<file path="config.mk">
export PLATFORM = sky130hd
export DESIGN_NAME = elgamal_byte_cipher_core
export DESIGN_NICKNAME = d
export VERILOG_FILES = /design/src/sv/ebc_pkg.sv /design/src/sv/ebc_datapath.sv /design/src/sv/ebc_controller.sv /design/src/sv/elgamal_byte_cipher_core.sv
export SDC_FILE = /design/constraint.sdc
export NUM_CORES = 2
export LEC_CHECK = 0
export ABC_CLOCK_PERIOD_IN_PS = 18150
export BUFFER_PORTS_ARGS = -buffer_cell sky130_fd_sc_hd__buf_4
export CORE_ASPECT_RATIO = 1.75
export CORE_MARGIN = 2
export CORE_UTILIZATION = 59
export CTS_CLUSTER_SIZE = 16
export DETAILED_ROUTE_END_ITERATION = 8
export PLACE_DENSITY = 0.76
export SYNTH_ARGS = -nofsm -noshare
export SYNTH_HDL_FRONTEND = slang
export SYNTH_SLANG_ARGS = --single-unit
</file>
<file path="constraint.sdc">
create_clock -name clk -period 18.15 [get_ports clk]
set_clock_uncertainty 0.1 [all_clocks]
set_input_delay 2.7225 -clock clk [delete_from_list [all_inputs] [get_ports clk]]
set_output_delay 2.7225 -clock clk [all_outputs]
set_load 0.02 [all_outputs]
</file>
<file path="src/sv/ebc_pkg.sv">
// ----------------------------------------------------------------------------
// ebc_pkg
// Types, codes and constants of the ElGamal byte cipher.
// ----------------------------------------------------------------------------
package ebc_pkg;

  localparam int MOD_WIDTH_DEFAULT = 31;
  localparam int FIELD_W = 31;
  localparam int WORD_W = 32;
  localparam int EXP_BITS = 31;
  localparam int CFG_INDEX_W = 4;
  localparam logic [7:0] BYTE_MASK = 8'hFF;

  localparam logic [CFG_INDEX_W-1:0] REG_MODULUS = 4'd0;
  localparam logic [CFG_INDEX_W-1:0] REG_GENERATOR = 4'd1;
  localparam logic [CFG_INDEX_W-1:0] REG_PUBLIC_KEY = 4'd2;
  localparam logic [CFG_INDEX_W-1:0] REG_PRIVATE_KEY = 4'd3;

  localparam logic OP_ENCRYPT = 1'b0;
  localparam logic OP_DECRYPT = 1'b1;

  localparam logic [2:0] X_G = 3'd0;
  localparam logic [2:0] X_Y = 3'd1;
  localparam logic [2:0] X_A = 3'd2;
  localparam logic [2:0] X_B = 3'd3;
  localparam logic [2:0] X_ACC = 3'd4;
  localparam logic [2:0] X_SQ = 3'd5;
  localparam logic [2:0] X_MSG = 3'd6;
  localparam logic [2:0] X_Q = 3'd7;

  localparam logic [2:0] Y_ONE = 3'd0;
  localparam logic [2:0] Y_SQ = 3'd1;
  localparam logic [2:0] Y_ACC = 3'd2;
  localparam logic [2:0] Y_T0 = 3'd3;
  localparam logic [2:0] Y_T1 = 3'd4;

  localparam logic D_SQ = 1'b0;
  localparam logic D_ACC = 1'b1;

  typedef struct packed {
    logic        op;
    logic [7:0]  message_byte;
    logic [30:0] ephemeral_exp;
    logic [31:0] cipher_a;
    logic [31:0] cipher_b;
  } in_t;

  typedef struct packed {
    logic [30:0] out_a;
    logic [30:0] out_b;
    logic [7:0]  plain_byte;
    logic        no_inverse;
  } out_t;

  typedef struct packed {
    logic       load_item;
    logic       mul_start;
    logic [2:0] mul_x;
    logic [2:0] mul_y;
    logic       mul_dst;
    logic       exp_init;
    logic       exp_shift;
    logic       euc_init;
    logic       div_start;
    logic       euc_step;
    logic       set_out_a;
    logic       set_out_b;
    logic       set_plain;
    logic       set_noinv;
    logic       out_push;
  } cmd_t;

  typedef struct packed {
    logic op;
    logic p_small;
    logic mul_busy;
    logic div_busy;
    logic e_done;
    logic e_bit;
    logic r1_zero;
    logic r0_one;
    logic out_free;
  } status_t;

endpackage

</file>
<file path="src/sv/ebc_datapath.sv">
// ----------------------------------------------------------------------------
// ebc_datapath
// Key registers, serial modular multiplier, serial divider, Euclid state
// and the output register.
// ----------------------------------------------------------------------------
module ebc_datapath #(
  parameter int MOD_WIDTH = ebc_pkg::MOD_WIDTH_DEFAULT
) (
  input  logic                            clk,
  input  logic                            rst,
  input  ebc_pkg::cmd_t                   cmd,
  output ebc_pkg::status_t                status,
  input  ebc_pkg::in_t                    in_data,
  input  logic                            cfg_valid,
  input  logic [ebc_pkg::CFG_INDEX_W-1:0] cfg_index,
  input  logic [ebc_pkg::FIELD_W-1:0]     cfg_data,
  output logic                            out_valid,
  input  logic                            out_ready,
  output ebc_pkg::out_t                   out_data
);
  import ebc_pkg::*;

  localparam int W = MOD_WIDTH;
  localparam int MUL_STEPS = WORD_W;
  localparam int MCNT_W = $clog2(MUL_STEPS + 1);
  localparam int DCNT_W = $clog2(W + 1);
  localparam int ECNT_W = $clog2(EXP_BITS + 1);
  localparam logic [W-1:0] ONE = {{(W-1){1'b0}}, 1'b1};

  logic [W-1:0] p, g, y, x;
  in_t item;
  logic [W-1:0] acc, sq;
  logic [EXP_BITS-1:0] e;
  logic [ECNT_W-1:0] ecnt;
  logic [WORD_W-1:0] mx;
  logic [W-1:0] my, macc;
  logic [MCNT_W-1:0] mcnt;
  logic mdst;
  logic [W-1:0] dn, drem, dq;
  logic [DCNT_W-1:0] dcnt;
  logic [W-1:0] r0, r1, t0, t1;
  logic [W-1:0] res_a, res_b;
  logic [7:0] res_plain;
  logic res_noinv;

  logic [WORD_W-1:0] x_sel;
  logic [W-1:0] y_sel;
  logic [W+1:0] s, p1, p2;
  logic [W-1:0] mstep;
  logic [W:0] trial;
  logic [W-1:0] tn;

  always_ff @(posedge clk) begin
    if (rst) begin
      p <= W'(3);
      g <= W'(2);
      y <= ONE;
      x <= ONE;
    end else if (cfg_valid) begin
      case (cfg_index)
        REG_MODULUS:     p <= cfg_data[W-1:0];
        REG_GENERATOR:   g <= cfg_data[W-1:0];
        REG_PUBLIC_KEY:  y <= cfg_data[W-1:0];
        REG_PRIVATE_KEY: x <= cfg_data[W-1:0];
        default: ;
      endcase
    end
  end

  always_comb begin
    case (cmd.mul_x)
      X_G:     x_sel = WORD_W'(g);
      X_Y:     x_sel = WORD_W'(y);
      X_A:     x_sel = item.cipher_a;
      X_B:     x_sel = item.cipher_b;
      X_ACC:   x_sel = WORD_W'(acc);
      X_SQ:    x_sel = WORD_W'(sq);
      X_MSG:   x_sel = WORD_W'(item.message_byte);
      X_Q:     x_sel = WORD_W'(dq);
      default: x_sel = '0;
    endcase
    case (cmd.mul_y)
      Y_ONE:   y_sel = ONE;
      Y_SQ:    y_sel = sq;
      Y_ACC:   y_sel = acc;
      Y_T0:    y_sel = t0;
      Y_T1:    y_sel = t1;
      default: y_sel = '0;
    endcase
  end

  always_comb begin
    s = {1'b0, macc, 1'b0} + (mx[WORD_W-1] ? {2'b00, my} : '0);
    p1 = {2'b00, p};
    p2 = {1'b0, p, 1'b0};
    if (s >= p2) begin
      mstep = W'(s - p2);
    end else if (s >= p1) begin
      mstep = W'(s - p1);
    end else begin
      mstep = W'(s);
    end
    trial = {drem, dn[W-1]};
    tn = (t0 >= acc) ? (t0 - acc) : (t0 - acc + p);
  end

  always_ff @(posedge clk) begin
    if (rst) begin
      mcnt <= '0;
    end else if (cmd.mul_start) begin
      mcnt <= MCNT_W'(MUL_STEPS);
    end else if (mcnt != '0) begin
      mcnt <= mcnt - 1'b1;
    end
  end

  always_ff @(posedge clk) begin
    if (cmd.mul_start) begin
      mx <= x_sel;
      my <= y_sel;
      macc <= '0;
      mdst <= cmd.mul_dst;
    end else if (mcnt != '0) begin
      mx <= {mx[WORD_W-2:0], 1'b0};
      macc <= mstep;
    end
  end

  always_ff @(posedge clk) begin
    if (rst) begin
      dcnt <= '0;
    end else if (cmd.div_start) begin
      dcnt <= DCNT_W'(W);
    end else if (dcnt != '0) begin
      dcnt <= dcnt - 1'b1;
    end
  end

  always_ff @(posedge clk) begin
    if (cmd.div_start) begin
      dn <= r0;
      drem <= '0;
      dq <= '0;
    end else if (dcnt != '0) begin
      dn <= {dn[W-2:0], 1'b0};
      if (trial >= {1'b0, r1}) begin
        drem <= W'(trial - {1'b0, r1});
        dq <= {dq[W-2:0], 1'b1};
      end else begin
        drem <= trial[W-1:0];
        dq <= {dq[W-2:0], 1'b0};
      end
    end
  end

  always_ff @(posedge clk) begin
    if (cmd.load_item) begin
      item <= in_data;
      res_a <= '0;
      res_b <= '0;
      res_plain <= '0;
      res_noinv <= 1'b0;
    end else begin
      if (cmd.set_out_a) res_a <= acc;
      if (cmd.set_out_b) res_b <= acc;
      if (cmd.set_plain) res_plain <= acc[7:0] & BYTE_MASK;
      if (cmd.set_noinv) res_noinv <= 1'b1;
    end
    if (cmd.exp_init) begin
      acc <= ONE;
      e <= (item.op == OP_DECRYPT) ? EXP_BITS'(x) : item.ephemeral_exp;
    end else if (cmd.exp_shift) begin
      e <= {1'b0, e[EXP_BITS-1:1]};
    end
    if (mcnt == MCNT_W'(1)) begin
      if (mdst == D_ACC) acc <= mstep;
      else sq <= mstep;
    end
    if (cmd.euc_init) begin
      r0 <= p;
      r1 <= acc;
      t0 <= '0;
      t1 <= ONE;
    end else if (cmd.euc_step) begin
      r0 <= r1;
      r1 <= drem;
      t0 <= t1;
      t1 <= tn;
    end
  end

  always_ff @(posedge clk) begin
    if (rst) begin
      ecnt <= '0;
    end else if (cmd.exp_init) begin
      ecnt <= ECNT_W'(EXP_BITS);
    end else if (cmd.exp_shift) begin
      ecnt <= ecnt - 1'b1;
    end
  end

  always_ff @(posedge clk) begin
    if (rst) begin
      out_valid <= 1'b0;
    end else if (cmd.out_push) begin
      out_valid <= 1'b1;
    end else if (out_ready) begin
      out_valid <= 1'b0;
    end
  end

  always_ff @(posedge clk) begin
    if (cmd.out_push) begin
      out_data.out_a <= FIELD_W'(res_a);
      out_data.out_b <= FIELD_W'(res_b);
      out_data.plain_byte <= res_plain;
      out_data.no_inverse <= res_noinv;
    end
  end

  always_comb begin
    status.op = item.op;
    status.p_small = (p < W'(2));
    status.mul_busy = (mcnt != '0);
    status.div_busy = (dcnt != '0);
    status.e_done = (ecnt == '0);
    status.e_bit = e[0];
    status.r1_zero = (r1 == '0);
    status.r0_one = (r0 == ONE);
    status.out_free = !out_valid || out_ready;
  end

endmodule

</file>
<file path="src/sv/ebc_controller.sv">
// ----------------------------------------------------------------------------
// ebc_controller
// Sequencer for reduction, exponentiation, Euclid inverse and result push.
// ----------------------------------------------------------------------------
module ebc_controller (
  input  logic             clk,
  input  logic             rst,
  input  logic             in_valid,
  output logic             in_ready,
  input  ebc_pkg::status_t status,
  output ebc_pkg::cmd_t    cmd
);
  import ebc_pkg::*;

  localparam logic [3:0] ST_IDLE = 4'd0;
  localparam logic [3:0] ST_CHECK = 4'd1;
  localparam logic [3:0] ST_RED = 4'd2;
  localparam logic [3:0] ST_RED_W = 4'd3;
  localparam logic [3:0] ST_EBIT = 4'd4;
  localparam logic [3:0] ST_EMUL_W = 4'd5;
  localparam logic [3:0] ST_ESQ_W = 4'd6;
  localparam logic [3:0] ST_EDONE = 4'd7;
  localparam logic [3:0] ST_MSG_W = 4'd8;
  localparam logic [3:0] ST_EUC = 4'd9;
  localparam logic [3:0] ST_DIV_W = 4'd10;
  localparam logic [3:0] ST_TMUL_W = 4'd11;
  localparam logic [3:0] ST_FIN_W = 4'd12;
  localparam logic [3:0] ST_PUSH = 4'd13;

  logic [3:0] state, state_next;
  logic phase, phase_next;

  always_ff @(posedge clk) begin
    if (rst) begin
      state <= ST_IDLE;
      phase <= 1'b0;
    end else begin
      state <= state_next;
      phase <= phase_next;
    end
  end

  always_comb begin
    state_next = state;
    phase_next = phase;
    cmd = '0;
    in_ready = (state == ST_IDLE);
    case (state)
      ST_IDLE: begin
        if (in_valid) begin
          cmd.load_item = 1'b1;
          phase_next = 1'b0;
          state_next = ST_CHECK;
        end
      end
      ST_CHECK: begin
        if (status.p_small) begin
          cmd.set_noinv = (status.op == OP_DECRYPT);
          state_next = ST_PUSH;
        end else begin
          state_next = ST_RED;
        end
      end
      ST_RED: begin
        cmd.mul_start = 1'b1;
        cmd.mul_x = (status.op == OP_DECRYPT) ? X_A : (phase ? X_Y : X_G);
        cmd.mul_y = Y_ONE;
        cmd.mul_dst = D_SQ;
        cmd.exp_init = 1'b1;
        state_next = ST_RED_W;
      end
      ST_RED_W: begin
        if (!status.mul_busy) state_next = ST_EBIT;
      end
      ST_EBIT: begin
        if (status.e_done) begin
          state_next = ST_EDONE;
        end else if (status.e_bit) begin
          cmd.mul_start = 1'b1;
          cmd.mul_x = X_ACC;
          cmd.mul_y = Y_SQ;
          cmd.mul_dst = D_ACC;
          state_next = ST_EMUL_W;
        end else begin
          cmd.mul_start = 1'b1;
          cmd.mul_x = X_SQ;
          cmd.mul_y = Y_SQ;
          cmd.mul_dst = D_SQ;
          state_next = ST_ESQ_W;
        end
      end
      ST_EMUL_W: begin
        if (!status.mul_busy) begin
          cmd.mul_start = 1'b1;
          cmd.mul_x = X_SQ;
          cmd.mul_y = Y_SQ;
          cmd.mul_dst = D_SQ;
          state_next = ST_ESQ_W;
        end
      end
      ST_ESQ_W: begin
        if (!status.mul_busy) begin
          cmd.exp_shift = 1'b1;
          state_next = ST_EBIT;
        end
      end
      ST_EDONE: begin
        if (status.op == OP_DECRYPT) begin
          cmd.euc_init = 1'b1;
          state_next = ST_EUC;
        end else if (!phase) begin
          cmd.set_out_a = 1'b1;
          phase_next = 1'b1;
          state_next = ST_RED;
        end else begin
          cmd.mul_start = 1'b1;
          cmd.mul_x = X_MSG;
          cmd.mul_y = Y_ACC;
          cmd.mul_dst = D_ACC;
          state_next = ST_MSG_W;
        end
      end
      ST_MSG_W: begin
        if (!status.mul_busy) begin
          cmd.set_out_b = 1'b1;
          state_next = ST_PUSH;
        end
      end
      ST_EUC: begin
        if (!status.r1_zero) begin
          cmd.div_start = 1'b1;
          state_next = ST_DIV_W;
        end else if (status.r0_one) begin
          cmd.mul_start = 1'b1;
          cmd.mul_x = X_B;
          cmd.mul_y = Y_T0;
          cmd.mul_dst = D_ACC;
          state_next = ST_FIN_W;
        end else begin
          cmd.set_noinv = 1'b1;
          state_next = ST_PUSH;
        end
      end
      ST_DIV_W: begin
        if (!status.div_busy) begin
          cmd.mul_start = 1'b1;
          cmd.mul_x = X_Q;
          cmd.mul_y = Y_T1;
          cmd.mul_dst = D_ACC;
          state_next = ST_TMUL_W;
        end
      end
      ST_TMUL_W: begin
        if (!status.mul_busy) begin
          cmd.euc_step = 1'b1;
          state_next = ST_EUC;
        end
      end
      ST_FIN_W: begin
        if (!status.mul_busy) begin
          cmd.set_plain = 1'b1;
          state_next = ST_PUSH;
        end
      end
      ST_PUSH: begin
        if (status.out_free) begin
          cmd.out_push = 1'b1;
          state_next = ST_IDLE;
        end
      end
      default: state_next = ST_IDLE;
    endcase
  end

endmodule

</file>
<file path="src/sv/elgamal_byte_cipher_core.sv">
// ----------------------------------------------------------------------------
// elgamal_byte_cipher_core
// One item at a time. Every modular product runs on a bit-serial multiplier,
// so an exponentiation costs up to about 62 products over the 31 exponent
// bits. Encrypt takes two exponentiations plus one product. Decrypt takes
// one exponentiation followed by an extended Euclid inverse, each Euclid
// round being a serial divide plus one product, about 46 rounds at most.
// A result waits in the output register while the next item is accepted.
// ----------------------------------------------------------------------------
module elgamal_byte_cipher_core #(
  parameter int MOD_WIDTH = ebc_pkg::MOD_WIDTH_DEFAULT
) (
  input  logic                            clk,
  input  logic                            rst,
  input  logic                            in_valid,
  output logic                            in_ready,
  input  ebc_pkg::in_t                    in_data,
  output logic                            out_valid,
  input  logic                            out_ready,
  output ebc_pkg::out_t                   out_data,
  input  logic                            cfg_valid,
  output logic                            cfg_ready,
  input  logic [ebc_pkg::CFG_INDEX_W-1:0] cfg_index,
  input  logic [ebc_pkg::FIELD_W-1:0]     cfg_data
);
  import ebc_pkg::*;

  cmd_t cmd;
  status_t status;

  assign cfg_ready = 1'b1;

  ebc_controller u_ctrl (
    .clk      (clk),
    .rst      (rst),
    .in_valid (in_valid),
    .in_ready (in_ready),
    .status   (status),
    .cmd      (cmd)
  );

  ebc_datapath #(
    .MOD_WIDTH (MOD_WIDTH)
  ) u_dp (
    .clk       (clk),
    .rst       (rst),
    .cmd       (cmd),
    .status    (status),
    .in_data   (in_data),
    .cfg_valid (cfg_valid),
    .cfg_index (cfg_index),
    .cfg_data  (cfg_data),
    .out_valid (out_valid),
    .out_ready (out_ready),
    .out_data  (out_data)
  );

endmodule

</file>
==> qor.csv <==
metric;value;unit
path_max_fanout;31;
die_x;204;um
top_register;u_dp.item;
largest_register_ffs;103;
cts_root_buf;clkbuf_16;
power_density;228;nW/um^2
yosys-top-cells-area;edfxtp_1, dfxtp_1, nand2_1, a21oi_1, ha_1;
layout-drive-gt1-share;0.105;
cts.path.max_buffers;3;
path_class;flop to flop;
finalCritPeriodShare;0.413;
area_delta_synth_final;11.5;%
clkSinkCount;797;
netlist.area_leader.share;0.287;
grt_first_pass_wirelength;202000;um
r2r_cells;21;
syn_nets;4857;
drt_iter0_drc;3820;
hold_path.startpoint;u_dp.res_plain[0];
clock_latency;660;ps
fin_area;46000;um^2
synthesis.instances;4519;
die_y;354;um
r2r_end;u_dp.macc[24];
ir_worst_vdd;172;uV
start_util;0.594;
fin_nets;4955;
synth-edff-count;394;
hp-class;flop to flop;
die_area;72200;um^2
place.gp.congestion;1.05;
numCtsBuffers;74;
grt_pass1_vias;34300;
ys_ff_latch;797;
worstHoldEndpoint;u_dp.out_data[1];
fin_setup_tns;0;ps
overflow;0;
tritoncts;done;
htree_levels;3;
tightestPinTransition;1120;ps
hold_path_depth;0;
core;69500;um^2
total_leakage_power;18.0;nW
synth_ff_type;dfxtp_1;
layout_min_cycle_time;7500;ps
hold_viol;0;
remaining_drc_errors;0;
viasPerCell;6.40;
run_status;finished clean;
post_dp_cell_area;43600;um^2
yosys_warnings;0;
yosysMostFrequentCell;nand2_1;
grt_max_degree;165;
setup_viol;0;
cp.arrival;7950;ps
yosysTopAreaCell;edfxtp_1;
fmax;0.133;GHz
ant_nets;0;
vias;35800;
postCtsHoldBufs;0;
synth_sequential_area_ratio;0.482;
syn_area_per_cell;9.14;um^2
path_clk_slew;60;ps
ys_top_cells_by_count;nand2_1, a21oi_1, dfxtp_1;
wl_per_cell;24.5;um
drv_cap;0;
wirelength;137000;um
io_buffer_count;216;
reg.largest.list;u_dp.item: 103 flops, u_dp.out_data: 71 flops, u_dp.mx: 32 flops;
required;18600;ps
ff2ff_setup_slack;10650;ps
endpoint_kind;flop;
relSlewSlack;0.253;
cts_resized;0;
syn_area;41300;um^2
grt_use_total;0.371;
rsz0062_at_grt;false;
synthDistinctLibCells;96;
dp_hpwl;102000;um
first_pass_iters;7;
rows;128;
r2r_start;u_dp.mx[31];
cts_setup_buffers;0;
worst_setup_path_start_kind;flop;
async_flop_share;0;
antenna_found_initial;4;
pin_count;218;
final-max-slew-violation-count;0;
routing by layer:
| layer | wire [um] | up-vias | GRT usage |
|---|---|---|---|
| li1 | - | 16500 | - |
| met1 | 48100 | 17200 | 0.415 |
| met2 | 67100 | 1659 | 0.640 |
| met3 | 10300 | 419 | 0.0605 |
| met4 | 11200 | 2 | 0.260 |
| met5 | 17 | - | 0 |
layout make-up:
cell class                 count  area [um^2]
tap                          910         1140
clock inverter                39          333
sequential                   797        19900
antenna                        2         5.00
timing repair buffer         279         2110
clock buffer                  97         2060
inverter                     158          601
multi-input combinational   3307        19900
fill                        5829        23500
worst max path at each step:
stage / cells past startpoint / start / to
after floorplan: 2 / out_ready / u_dp.out_data[0]
after global placement: 21 / u_dp.mx[31] / u_dp.macc[24]
after detailed placement: 21 / u_dp.mx[31] / u_dp.macc[22]
after CTS: 21 / u_dp.mx[31] / u_dp.macc[22]
after global routing: 21 / u_dp.mx[31] / u_dp.acc[22]
final: 21 / u_dp.mx[31] / u_dp.macc[24]
metrics by stage:
stage                      util  cells  hold slack, ps  power (mW)  worst slack, ps
after global placement    0.628   5451             312        8.71            10790
after detailed placement  0.628   5451             315        8.77            10730
after global routing      0.662   5589             341        11.1            10270
after floorplan               -   4519             308        7.03             9830
after CTS                 0.662   5587             330        10.4            10710
final                     0.662   5589             329        10.5            10650
cells by family after synthesis:
| logic type | synth area share |
|---|---|
| other | 0.0000908 |
| xor gates and xnor gates | 0.0335 |
| DFF | 0.482 |
| muxes | 0.0280 |
| AOI/OAI and AO/OA | 0.187 |
| buffers and inverters | 0.0390 |
| and+or+nand+nor | 0.171 |
| adders and majority gates | 0.0599 |
cell usage in the layout (no fill, tap or decap), types with 28 or more instances in the layout:
cell | synthesis | routed
dfxtp_1 | 403 | 403
a21oi_1 | 470 | 469
nand3_1 | 130 | 129
o21ai_0 | 290 | 290
and3_1 | 34 | 33
mux2i_1 | 75 | 75
and2_1 | 42 | 42
nor3_1 | 55 | 49
a211oi_1 | 53 | 53
a222oi_1 | 63 | 63
nor4_1 | 34 | 34
ha_1 | 188 | 188
nand2_1 | 892 | 891
buf_4 | 7 | 278
a21o_1 | 70 | 70
nor2_1 | 263 | 254
inv_1 | 155 | 154
nand4_1 | 50 | 50
xor2_1 | 52 | 52
clkbuf_16 | 0 | 78
xnor2_1 | 104 | 104
a221oi_1 | 28 | 28
mux2_2 | 36 | 36
edfxtp_1 | 394 | 394
o31ai_1 | 30 | 30
critical path, stage by stage, from the launching register on:
cell      delay, ps
edfxtp_1        760
and2_1          300
ha_1            210
fa_1            440
a211oi_1        430
o211ai_2        220
a41oi_2         450
o31ai_1         180
a21oi_1         280
o21bai_1        110
a21oi_1         190
xnor2_1         230
ha_1            400
o21a_1          220
o21a_1          160
o21ai_0         230
or3_1           180
a21oi_2          50
a2111o_2        720
nor2_1          900
a211oi_1        300
o31ai_1         300
power breakdown:
| part | internal, mW | total, mW | switching [mW] |
|---|---|---|---|
| Clock | 0.856 | 1.57 | 0.718 |
| Sequential | 2.46 | 2.80 | 0.344 |
| Combinational | 2.19 | 6.13 | 3.93 |
| Total | 5.51 | 10.5 | 5.00 |
No activity file was read; power rests on OpenSTA's default activity.
